`src/rtl/core/arr_pkg.sv`:
```
// Package for the address range registry: request, response and table entry
// types, kind and status codes, and sizing defaults.
// No dependencies.
package arr_pkg;

	localparam int ADDR_W      = 16;
	localparam int ENTRIES_DEF = 16;
	localparam int KIND_W      = 2;
	localparam int STATUS_W    = 3;
	localparam int LEVEL_W     = 2;
	localparam int TAG_W       = 16;
	localparam int HIT_IDX_W   = 4;
	localparam int COUNT_OUT_W = 5;

	// Request kinds
	localparam logic [KIND_W-1:0] KIND_INIT   = 2'd0;
	localparam logic [KIND_W-1:0] KIND_CLEAR  = 2'd1;
	localparam logic [KIND_W-1:0] KIND_REG    = 2'd2;
	localparam logic [KIND_W-1:0] KIND_LOOKUP = 2'd3;

	// Response status codes
	localparam logic [STATUS_W-1:0] ST_OK       = 3'd0;
	localparam logic [STATUS_W-1:0] ST_NOINIT   = 3'd1;
	localparam logic [STATUS_W-1:0] ST_FULL     = 3'd2;
	localparam logic [STATUS_W-1:0] ST_BADRANGE = 3'd3;
	localparam logic [STATUS_W-1:0] ST_OVERLAP  = 3'd4;
	localparam logic [STATUS_W-1:0] ST_NOTFOUND = 3'd5;

	typedef struct packed {
		logic [KIND_W-1:0]  kind;
		logic [ADDR_W-1:0]  address_or_start;
		logic [ADDR_W-1:0]  range_end;
		logic [LEVEL_W-1:0] range_level;
		logic [TAG_W-1:0]   handler_tag;
	} req_t;

	typedef struct packed {
		logic [STATUS_W-1:0]    status;
		logic [HIT_IDX_W-1:0]   hit_index;
		logic [LEVEL_W-1:0]     hit_level;
		logic [TAG_W-1:0]       hit_tag;
		logic [COUNT_OUT_W-1:0] entry_count;
		logic [ADDR_W-1:0]      max_end;
	} rsp_t;

	typedef struct packed {
		logic [ADDR_W-1:0]  range_start;
		logic [ADDR_W-1:0]  range_last;
		logic [LEVEL_W-1:0] level;
		logic [TAG_W-1:0]   tag;
	} entry_t;

endpackage

```
`src/rtl/core/arr_table.sv`:
```
// Range table storage: one write port and one registered read port.
// Depends on arr_pkg for the entry type.
module arr_table #(
	parameter int ENTRIES = arr_pkg::ENTRIES_DEF,
	parameter int IDX_W   = (ENTRIES > 1) ? $clog2(ENTRIES) : 1
) (
	input  logic                clk,
	input  logic                wr_en,
	input  logic [IDX_W-1:0]    wr_addr,
	input  arr_pkg::entry_t     wr_data,
	input  logic                rd_en,
	input  logic [IDX_W-1:0]    rd_addr,
	output arr_pkg::entry_t     rd_data
);

	arr_pkg::entry_t mem [ENTRIES];
	arr_pkg::entry_t rd_data_q;

	// Write one entry
	always_ff @(posedge clk) begin
		if (wr_en) begin
			mem[wr_addr] <= wr_data;
		end
	end

	// Read one entry, registered
	always_ff @(posedge clk) begin
		if (rd_en) begin
			rd_data_q <= mem[rd_addr];
		end
	end

	assign rd_data = rd_data_q;

endmodule

```
`src/rtl/core/arr_cmp.sv`:
```
// Shared range comparator: tests a closed query range against one entry.
// A point lookup passes the same address as both query bounds.
// Depends on arr_pkg for widths.
module arr_cmp (
	input  logic [arr_pkg::ADDR_W-1:0] q_lo,
	input  logic [arr_pkg::ADDR_W-1:0] q_hi,
	input  logic [arr_pkg::ADDR_W-1:0] ent_lo,
	input  logic [arr_pkg::ADDR_W-1:0] ent_hi,
	output logic                       hit
);

	// Intersect when each start is at most the other's end
	assign hit = (q_lo <= ent_hi) && (q_hi >= ent_lo);

endmodule

```
`src/rtl/core/address_range_registry.sv`:
```
// Address range registry (arr_pkg, arr_table, arr_cmp), one request at a time.
// A request without a table scan goes from the idle state to the result state and is posted once
// the output is free; a scan compares one stored range per cycle and stops at the first hit.
// A new request is taken only after the result has moved to the output register, so later while
// an earlier result is still stalled at the output.
// Reset: table empty, not initialized, overlap check on; entries undefined until written.
module address_range_registry #(
	parameter int ENTRIES = arr_pkg::ENTRIES_DEF
) (
	input  logic          clk,
	input  logic          arst_n,
	input  logic          in_valid,
	output logic          in_stall,
	input  arr_pkg::req_t in_data,
	output logic          out_valid,
	input  logic          out_stall,
	output arr_pkg::rsp_t out_data,
	input  logic          cfg_valid,
	output logic          cfg_ready,
	input  logic          cfg_data
);

	localparam int IDX_W = (ENTRIES > 1) ? $clog2(ENTRIES) : 1;
	localparam int CNT_W = $clog2(ENTRIES + 1);
	localparam logic [CNT_W-1:0] FULL_CNT = CNT_W'(ENTRIES);

	typedef enum logic [1:0] {
		S_IDLE,
		S_SCAN,
		S_RESP
	} state_t;

	state_t                     state_q;
	logic                       init_q;
	logic                       chk_q;
	logic [CNT_W-1:0]           count_q;
	logic [arr_pkg::ADDR_W-1:0] max_end_q;
	arr_pkg::req_t              req_q;
	arr_pkg::rsp_t              res_q;
	arr_pkg::rsp_t              out_q;
	logic                       out_valid_q;
	logic [CNT_W-1:0]           issue_q;
	logic                       cmp_vld_s1;
	logic [IDX_W-1:0]           cmp_idx_s1;

	logic                       in_fire;
	logic                       scan_req;
	logic                       issuing;
	logic                       cmp_hit;
	logic                       scan_hit;
	logic                       scan_miss;
	logic                       commit_now;
	logic                       commit_scan;
	logic                       out_free;
	logic                       mem_we;
	arr_pkg::entry_t            mem_wdata;
	arr_pkg::entry_t            mem_rdata;
	logic [arr_pkg::ADDR_W-1:0] cmp_hi;
	logic [31:0]                count_ext;
	logic [31:0]                cnt_idx_ext;
	logic [31:0]                hit_idx_ext;

	// Handshake and scan control
	always_comb begin
		in_fire     = in_valid && (state_q == S_IDLE);
		scan_req    = in_fire && init_q && (count_q != '0)
			&& ((in_data.kind == arr_pkg::KIND_LOOKUP)
			|| ((in_data.kind == arr_pkg::KIND_REG) && (count_q < FULL_CNT)
			&& (in_data.address_or_start <= in_data.range_end) && chk_q));
		issuing     = (state_q == S_SCAN) && (issue_q < count_q);
		scan_hit    = (state_q == S_SCAN) && cmp_vld_s1 && cmp_hit;
		scan_miss   = (state_q == S_SCAN) && !cmp_vld_s1 && !issuing;
		commit_now  = in_fire && (in_data.kind == arr_pkg::KIND_REG) && init_q
			&& (count_q < FULL_CNT)
			&& (in_data.address_or_start <= in_data.range_end)
			&& !(chk_q && (count_q != '0));
		commit_scan = scan_miss && (req_q.kind == arr_pkg::KIND_REG);
		mem_we      = commit_now || commit_scan;
		out_free    = !out_valid_q || !out_stall;
		cmp_hi      = (req_q.kind == arr_pkg::KIND_LOOKUP) ? req_q.address_or_start
			: req_q.range_end;
		count_ext   = 32'(count_q);
		cnt_idx_ext = 32'(count_q);
		hit_idx_ext = 32'(cmp_idx_s1);
	end

	// Select the write entry: the new request or the one held during the scan
	always_comb begin
		if (commit_now) begin
			mem_wdata = '{range_start: in_data.address_or_start,
				range_last: in_data.range_end,
				level: in_data.range_level, tag: in_data.handler_tag};
		end else begin
			mem_wdata = '{range_start: req_q.address_or_start,
				range_last: req_q.range_end,
				level: req_q.range_level, tag: req_q.handler_tag};
		end
	end

	arr_table #(
		.ENTRIES (ENTRIES),
		.IDX_W   (IDX_W)
	) u_table (
		.clk     (clk),
		.wr_en   (mem_we),
		.wr_addr (count_q[IDX_W-1:0]),
		.wr_data (mem_wdata),
		.rd_en   (issuing),
		.rd_addr (issue_q[IDX_W-1:0]),
		.rd_data (mem_rdata)
	);

	arr_cmp u_cmp (
		.q_lo   (req_q.address_or_start),
		.q_hi   (cmp_hi),
		.ent_lo (mem_rdata.range_start),
		.ent_hi (mem_rdata.range_last),
		.hit    (cmp_hit)
	);

	// Sequencer, table bookkeeping and output register
	always_ff @(posedge clk or negedge arst_n) begin
		if (!arst_n) begin
			state_q     <= S_IDLE;
			init_q      <= 1'b0;
			chk_q       <= 1'b1;
			count_q     <= '0;
			max_end_q   <= '0;
			req_q       <= '0;
			res_q       <= '0;
			out_q       <= '0;
			out_valid_q <= 1'b0;
			issue_q     <= '0;
			cmp_vld_s1  <= 1'b0;
			cmp_idx_s1  <= '0;
		end else begin
			// Take configuration writes
			if (cfg_valid) begin
				chk_q <= cfg_data;
			end

			// Post a result, or drop one once taken
			if ((state_q == S_RESP) && out_free) begin
				out_valid_q <= 1'b1;
			end else if (out_valid_q && !out_stall) begin
				out_valid_q <= 1'b0;
			end

			case (state_q)
				S_IDLE: begin
					if (in_fire) begin
						req_q   <= in_data;
						state_q <= scan_req ? S_SCAN : S_RESP;
						case (in_data.kind)
							arr_pkg::KIND_INIT: begin
								init_q    <= 1'b1;
								count_q   <= '0;
								max_end_q <= '0;
							end
							arr_pkg::KIND_CLEAR: begin
								count_q   <= '0;
								max_end_q <= '0;
							end
							arr_pkg::KIND_REG: begin
								if (!init_q) begin
									res_q.status <= arr_pkg::ST_NOINIT;
								end else if (count_q >= FULL_CNT) begin
									res_q.status <= arr_pkg::ST_FULL;
								end else if (in_data.address_or_start > in_data.range_end) begin
									res_q.status <= arr_pkg::ST_BADRANGE;
								end else if (chk_q && (count_q != '0)) begin
									issue_q    <= '0;
									cmp_vld_s1 <= 1'b0;
								end else begin
									res_q.hit_index <= cnt_idx_ext[arr_pkg::HIT_IDX_W-1:0];
									count_q         <= count_q + CNT_W'(1);
									if (in_data.range_end > max_end_q) begin
										max_end_q <= in_data.range_end;
									end
								end
							end
							arr_pkg::KIND_LOOKUP: begin
								if (!init_q) begin
									res_q.status <= arr_pkg::ST_NOINIT;
								end else if (count_q == '0) begin
									res_q.status <= arr_pkg::ST_NOTFOUND;
								end else begin
									issue_q    <= '0;
									cmp_vld_s1 <= 1'b0;
								end
							end
							default: begin
							end
						endcase
					end
				end

				S_SCAN: begin
					// Advance the read pointer and the compare stage
					issue_q    <= issue_q + CNT_W'(issuing);
					cmp_vld_s1 <= issuing;
					cmp_idx_s1 <= issue_q[IDX_W-1:0];
					if (scan_hit) begin
						state_q <= S_RESP;
						if (req_q.kind == arr_pkg::KIND_LOOKUP) begin
							res_q.status    <= arr_pkg::ST_OK;
							res_q.hit_index <= hit_idx_ext[arr_pkg::HIT_IDX_W-1:0];
							res_q.hit_level <= mem_rdata.level;
							res_q.hit_tag   <= mem_rdata.tag;
						end else begin
							res_q.status <= arr_pkg::ST_OVERLAP;
						end
					end else if (scan_miss) begin
						state_q <= S_RESP;
						if (req_q.kind == arr_pkg::KIND_LOOKUP) begin
							res_q.status <= arr_pkg::ST_NOTFOUND;
						end else begin
							res_q.status    <= arr_pkg::ST_OK;
							res_q.hit_index <= cnt_idx_ext[arr_pkg::HIT_IDX_W-1:0];
							count_q         <= count_q + CNT_W'(1);
							if (req_q.range_end > max_end_q) begin
								max_end_q <= req_q.range_end;
							end
						end
					end
				end

				S_RESP: begin
					// Hand the result to the output register and clear it for the next request
					if (out_free) begin
						out_q <= '{status: res_q.status, hit_index: res_q.hit_index,
							hit_level: res_q.hit_level, hit_tag: res_q.hit_tag,
							entry_count: count_ext[arr_pkg::COUNT_OUT_W-1:0],
							max_end: max_end_q};
						res_q   <= '0;
						state_q <= S_IDLE;
					end
				end

				default: begin
					state_q <= S_IDLE;
				end
			endcase
		end
	end

	assign in_stall  = (state_q != S_IDLE);
	assign out_valid = out_valid_q;
	assign out_data  = out_q;
	assign cfg_ready = 1'b1;

`ifndef SYNTHESIS
	// Count never exceeds the table depth
	a_count_bound: assert property (@(posedge clk) disable iff (!arst_n)
		count_q <= FULL_CNT)
		else $error("entry count beyond table depth");

	// A table write only lands in a free slot
	a_write_free: assert property (@(posedge clk) disable iff (!arst_n)
		mem_we |-> (count_q < FULL_CNT))
		else $error("table write with table full");

	// Count moves by one append or drops to empty
	a_count_step: assert property (@(posedge clk) disable iff (!arst_n)
		(count_q != $past(count_q)) |-> ((count_q == $past(count_q) + CNT_W'(1))
			|| (count_q == '0)))
		else $error("entry count jumped");

	// An empty table reports no largest end
	a_empty_max: assert property (@(posedge clk) disable iff (!arst_n)
		(count_q == '0) |-> (max_end_q == '0))
		else $error("largest end nonzero on empty table");

	// Compared entries are always stored ones
	a_cmp_stored: assert property (@(posedge clk) disable iff (!arst_n)
		((state_q == S_SCAN) && cmp_vld_s1) |-> (CNT_W'(cmp_idx_s1) < count_q))
		else $error("compare of an unwritten entry");
`endif

endmodule

```
`config.mk`:
```
export PLATFORM = sky130hd
export DESIGN_NAME = address_range_registry
export DESIGN_NICKNAME = d
export VERILOG_FILES = /design/src/rtl/core/arr_pkg.sv /design/src/rtl/core/arr_table.sv /design/src/rtl/core/arr_cmp.sv /design/src/rtl/core/address_range_registry.sv
export SDC_FILE = /design/constraint.sdc
export NUM_CORES = 1
export LEC_CHECK = 0
export ABC_AREA = 0
export BUFFER_PORTS_ARGS = -buffer_cell sky130_fd_sc_hd__buf_2
export CAP_MARGIN = 5
export CORE_UTILIZATION = 57
export CTS_CLUSTER_DIAMETER = 50
export DETAILED_ROUTE_END_ITERATION = 8
export PLACE_DENSITY = 0.82
export SLEW_MARGIN = 20
export SYNTH_ARGS = -nofsm -noshare
export SYNTH_HDL_FRONTEND = slang
export SYNTH_SLANG_ARGS = --single-unit
```
`constraint.sdc`:
```
create_clock -name clk -period 10.95 [get_ports clk]
set_input_delay 2.7375 -clock clk [delete_from_list [all_inputs] [get_ports clk]]
set_output_delay 2.7375 -clock clk [all_outputs]
set_load 0.1 [all_outputs]
```
# ---- Yosys cells after proc, flatten, opt, wreduce, memory -nomap -nowiden
# Memory sizes are Yosys's and may differ from the RTL's. A register that Yosys moved wholly into a read port is not among the register bits.
# Cells that the tools add are included.
dict set report word_totals {
  ramBits 800
  mem_count 1
  reg_bits 159
  in_bits 58
  elab_cells 195
  output_inout_bits 49
  rom_bits 0
  latch_bits 0
}
# name depth word_bits rd rd_clocked_by_memory_dff wr line_no
set memory_table {}
lappend memory_table {u_table.mem 16 50 1 1 1 arr_table.sv:16} ;# arr_pkg::entry_t mem [ENTRIES];
dict set report op_classes {
  div_mod_pow 0
  multipliers 0
  n_reduce_logical 50
  order_cmp 9
  n_addsub 2
  mux 74
  n_eq_ne 35
  bitwise 0
  shift 0
}
# cell count
set op_table {}
lappend op_table {{$mux 16} 11}
lappend op_table {{$mux 5} 15}
lappend op_table {{$pmux 16 s2} 2}
lappend op_table {{$mux 50} 1}
lappend op_table {{$gt 16x16->1} 3}
lappend op_table {{$mux 46} 1}
lappend op_table {{$pmux 5 s2} 4}
lappend op_table {{$pmux 18 s2} 1}
lappend op_table {{$le 16x16->1} 2}
lappend op_table {{$mux 4} 6}
lappend op_table {{$ne 3x3->1 const B} 8}
lappend op_table {{$logic_and 1x1->1} 22}
lappend op_table {{$mux 22} 1}
lappend op_table {{$mux 3} 7}
lappend op_table {{$mux 7} 3}
lappend op_table {{$pmux 7 s3} 1}
lappend op_table {{$ne 2x2->1 const B} 10}
lappend op_table {{$mux 18} 1}
lappend op_table {{$ge 16x16->1} 1}
lappend op_table {{$ne 3x2->1 const B} 4}
lappend op_table {{$reduce_and 12->1} 1}
lappend op_table {{$mux 1} 11}
lappend op_table {{$reduce_and 11->1} 1}
lappend op_table {{$eq 2x2->1 const B} 5}
lappend op_table {{other kinds (28)} 48}

# ---- Depth between registers and ports, before layout
dict set report logic_depth {
  ltp_word 10
  depth_mapped 14
  depth_no_buf 13
}

# ---- By module
# A second synthesis with hierarchy kept.
dict set report unflattened {
  cells_unflattened 2180
  hier_area_um2 41021.8
}
# module area_each_um2 seq_area_each_um2 cells_each n_inst
set modules_own_cells {}
lappend modules_own_cells {arr_table 31412.6 25524.5 1294 1}
lappend modules_own_cells {address_range_registry 8798.4 3980.1 777 1}
lappend modules_own_cells {arr_cmp 810.8 0.0 109 1}

# ---- Worst setup path after synthesis
# No wires, ideal clock.
dict set report synth_path {
  path_type {input -> register}
  start {in in_data[31] (netlist bit)}
  end {mem u_table.mem[0][0] (netlist bit), enable pin}
  arrival_time_ns 8.223
  path_slack_ns 2.208
  n_path_buf 1
  path_stages 11
  required_ns 10.431
  setup_time_ns 0.519
  path_cell_list {inv_1 -> ha_1 -> a211oi_2 -> nor2_1 -> or4_4 -> a211oi_4 -> o211ai_1 -> buf_2 -> o41ai_1 -> nand2_1 -> nor3_1}
}
dict set report synth_via {
  elab_chain_cells 6
}
# item line_no
set synth_lines {}
lappend synth_lines {{start: declaration} address_range_registry.sv:14} ;# input arr_pkg::req_t in_data,
lappend synth_lines {{$le 16x16->1} address_range_registry.sv:75} ;# && (in_data.address_or_start <= in_data.range_end)
lappend synth_lines {{$logic_and 1x1->1} address_range_registry.sv:75}
lappend synth_lines {{$logic_and 1x1->1} address_range_registry.sv:76} ;# && !(chk_q && (count_q != '0));
lappend synth_lines {{$logic_or 1x1->1} address_range_registry.sv:78} ;# mem_we = commit_now || commit_scan;
lappend synth_lines {{$mux 1} arr_table.sv:21} ;# if (wr_en) begin
lappend synth_lines {{$mux 1 (implied by the code)} arr_table.sv:22} ;# mem[wr_addr] <= wr_data;
lappend synth_lines {{end: declaration} arr_table.sv:16}
# No other way between the ends.

# ---- Worst setup path in the final report
dict set report layout_path {
  start {in in_data[33] (netlist bit)}
  end {mem u_table.mem[1][38] (netlist bit), enable pin}
}
# Same word-level chain as after synthesis.

==> impl_metrics.py <==
metrics = {
    "global_routing": {
        "antenna_found_initial": 2,
        "grt_pass1_vias": 22355,
        "grt_max_degree": 102,
        "grt-ovfl-total": 0,
        "grtUsageTotal_pct": 28.1,
        "grt_pass1_wl_um": 150000,
    },
    "yosys": {
        "synthCells": 2078,
        "synthDominantCellAreaShare_pct": 62.0,
        "ys_seq_elements": 1009,
        "syn_nets": 2231,
        "yosys_warnings": 0,
        "synth_fa_ha_area_share_pct": 2.89,
        "synth.mux.area_fraction_pct": 18.6,
        "yosysSeqAreaShare_pct": 71.7,
        "ys_top_cells_by_area": "edfxtp_1 62%, mux4_2 14%, dfrtp_1 9.6%",
        "netlist_area_um2": 41200,
        "synth_simple_gate_area_share_pct": 2.19,
        "synth_edf_count": 850,
        "synth_top_family_by_area": "multiplexers",
        "synth_xor_area_share_pct": 0,
        "ys.flop_type": "edfxtp_1",
        "async_reset_ff_share_pct": 15.8,
        "yosysUniqueCellTypes": 61,
        "synth_compound_area_share_pct": 2.87,
        "avgSynthCellArea_um2": 19.8,
        "yosysTopAreaCell": "edfxtp_1",
    },
    "sta": {
        "tns_ns": 0,
        "max_freq_ghz": 0.153,
        "fin_skew_ns": 0.0351,
        "fin_crit_ns": 6.55,
        "rsz0062_at_grt": "false",
        "finalSetupViolCount": 0,
        "tightest_slew_ns": 1.10,
        "whs_ns": 0.502,
        "period_share_pct": 59.8,
        "setup_slack_ns": 4.40,
        "slew_headroom_pct": 26.5,
        "report.final.slew_viol_count": 0,
        "hold_viol": 0,
    },
    "worst_setup_path": {
        "worstSetupPathType": "in2reg",
        "critical_path_buf_inv_count": 3,
        "crit_path_start_kind": "primary input",
        "worstReg2RegStart": "req_q[50]",
        "worstPathCellList": "buf_2 -> inv_1 -> ha_1 -> nand4_1 -> nor3_1 -> or4_4 -> a211oi_4 -> o211ai_1 -> o41ai_1 -> nand2_1 -> nor3_4 -> buf_4",
        "r2r-end": "res_q[24]",
        "crit_fanout": 38,
        "cp_slowest_cell": "nor3_4",
        "required_ns": 11.22,
        "crit_family": "simple AND/OR/NAND/NOR gates",
        "r2r_slack_ns": 5.73,
        "cp.arrival_ns": 6.83,
        "reg2reg_depth": 11,
        "slowest_delay_ns": 0.75,
        "cp-end-kind": "flop",
    },
    "place": {
        "finalWeightedCongestion": 0.864,
        "dp_hpwl_um": 52600,
        "portBuffers": 105,
        "postPlaceCellArea_um2": 43000,
        "dpl.cell_count": 3083,
        "place_ws_ns": 3.56,
    },
    "die": {
        "die_area_um2": 73300,
        "start_util_pct": 57.6,
        "row_count": 98,
        "io-pin-count": 107,
        "die_x_um": 271,
        "die_y_um": 271,
        "coreArea_um2": 71500,
    },
    "clocking": {
        "numCtsBuffers": 97,
        "path_clk_slew_ns": 0.06,
        "insertion_delay_ns": 0.68,
        "cts_setup_buffers": 0,
        "cts_root_buf": "clkbuf_16",
        "h-tree-depth": 3,
        "cts_tree": "built",
        "ctsResizeCount": 0,
        "cts_sinks": 1009,
        "ctsHoldBuffers": 0,
        "clockBufferDepth": 3,
    },
    "final_layout": {
        "drive_above_1_share_pct": 32.6,
        "final_cells": 3265,
        "synthToLayoutAreaGrowth_pct": 12.4,
        "final_cell_area_um2": 46300,
        "antenna_cells": 0,
        "post-route-util_pct": 64.7,
        "fin_nets": 2385,
    },
    "job": {
        "cap_viol_max_count": 0,
    },
    "power": {
        "switching_power_mw": 2.95,
        "p_leak_nw": 16.0,
        "power_mw": 10.3,
        "comb_power_share_pct": 18.1,
        "switching_share_pct": 28.7,
        "clockPowerShare_pct": 33.3,
        "intPower_mw": 7.32,
        "worst_ir_drop_vdd_uv": 296,
        "p_seq_share_pct": 48.6,
        "powerDensity_nw_per_um2": 222,
    },
    "routing": {
        "ant_nets": 0,
        "routed_via_density": 6.64,
        "detail_route.wl_per_cell_um": 31.1,
        "finalWirelength_um": 102000,
        "vias": 21678,
        "dr.first_iter.drc_count": 2604,
        "dr.pass1.iters": 5,
        "drcViolationCount": 0,
    },
    "worst_hold_path": {
        "worstHoldPathType": "reg2reg",
        "worstHoldPathCells": 1,
        "holdPathEnd": "out_data[3]",
        "hp-start": "out_data[3]",
    },
    "status": {
        "status": "finished clean",
    },
}
==> metal layers <==
metal,global-route usage [%],up-vias,routed length (µm)
met5,0,-,0
li1,-,8730,-
met3,5.37,191,9550
met4,9.38,0,2870
met1,37.7,11326,37700
met2,46.6,1431,51500
==> worst register-to-register path, cell delays in order (launching register included) <==
cell and delay [ns]:
dfrtp_1 0.40, nand2_1 0.58, inv_1 0.33, mux2_2 0.36
ha_1 0.32, a21oi_1 0.17, a21oi_1 0.09, a2111oi_0 0.70
a2bb2oi_1 0.40, nand2_1 0.92, a21o_1 0.66, o2bb2ai_1 0.22
==> registers in the layout, indices dropped and copies added (netlist names) <==
signal	cells
cmp_vld_s1	1
out_data	46
max_end_q	16
u_table.rd_data	50
chk_q	1
issue_q	5
req_q	52
out_valid	1
state_q	2
init_q	1
count_q	5
res_q	25
cmp_idx_s1	4
u_table.mem	800
==> cells in the mapped netlist, types with 21 or more instances <==
cell,count
a21oi_1,35
buf_1,22
clkbuf_1,70
dfrtp_1,158
edfxtp_1,850
ha_1,95
inv_1,77
mux2_2,149
mux4_2,250
nand2_1,84
nor2_1,29
o21ai_0,55
o31ai_1,21
==> area by class of cell <==
class | count | area (µm²)
inverter | 77 | 289
multi-input combinational | 891 | 11100
fill | 4361 | 25200
sequential | 1009 | 29500
timing repair buffer | 156 | 915
clock inverter | 68 | 712
clock buffer | 114 | 2560
tap | 950 | 1190
==> worst max path at each step <==
stage	start	end	slack (ns)	depth (start not counted)
floorplan	in_data[31]	u_table.mem[0][0]	2.21	11
global placement	in_data[33]	u_table.mem[1][30]	3.71	12
detailed placement	in_data[31]	u_table.mem[1][32]	3.56	12
CTS	in_data[31]	u_table.mem[1][41]	4.10	12
global route	in_data[31]	u_table.mem[1][38]	4.13	12
finish	in_data[33]	u_table.mem[1][38]	4.40	12
==> power groups by stage <==
stage	registers (mW)	logic, mW	clock network, mW
6_report	5.00	1.86	3.42
5_1_grt	5.01	1.99	3.59
4_1_cts	4.99	1.84	3.45
3_5_place_dp	5.06	1.80	0
3_3_place_gp	5.04	1.68	0
2_1_floorplan	5.20	1.06	0
==> cells in the final DEF, fill, tap and decap left out, types with 19 or more instances in the layout <==
| cell | n |
|---|---|
| a21oi_1 | 35 |
| buf_2 | 104 |
| buf_4 | 51 |
| clkbuf_16 | 98 |
| dfrtp_1 | 154 |
| edfxtp_1 | 850 |
| ha_1 | 95 |
| inv_1 | 77 |
| mux2_2 | 149 |
| mux2i_1 | 19 |
| mux4_2 | 250 |
| nand2_1 | 83 |
| o21ai_0 | 54 |
| o31ai_1 | 21 |
==> kinds of logic (layout without fill, tap and decap cells) <==
kind of cell             count (synthesis)  count (layout)
flip-flops                            1009            1009
multiplexers                           428             428
AND/OR/NAND/NOR                        187             187
AO/OA/AOI/OAI                          180             180
buffers and inverters                  178             415
adder cells (fa/ha/maj)                 95              95
other                                    1               1
No activity file was read; power rests on OpenSTA's default activity.
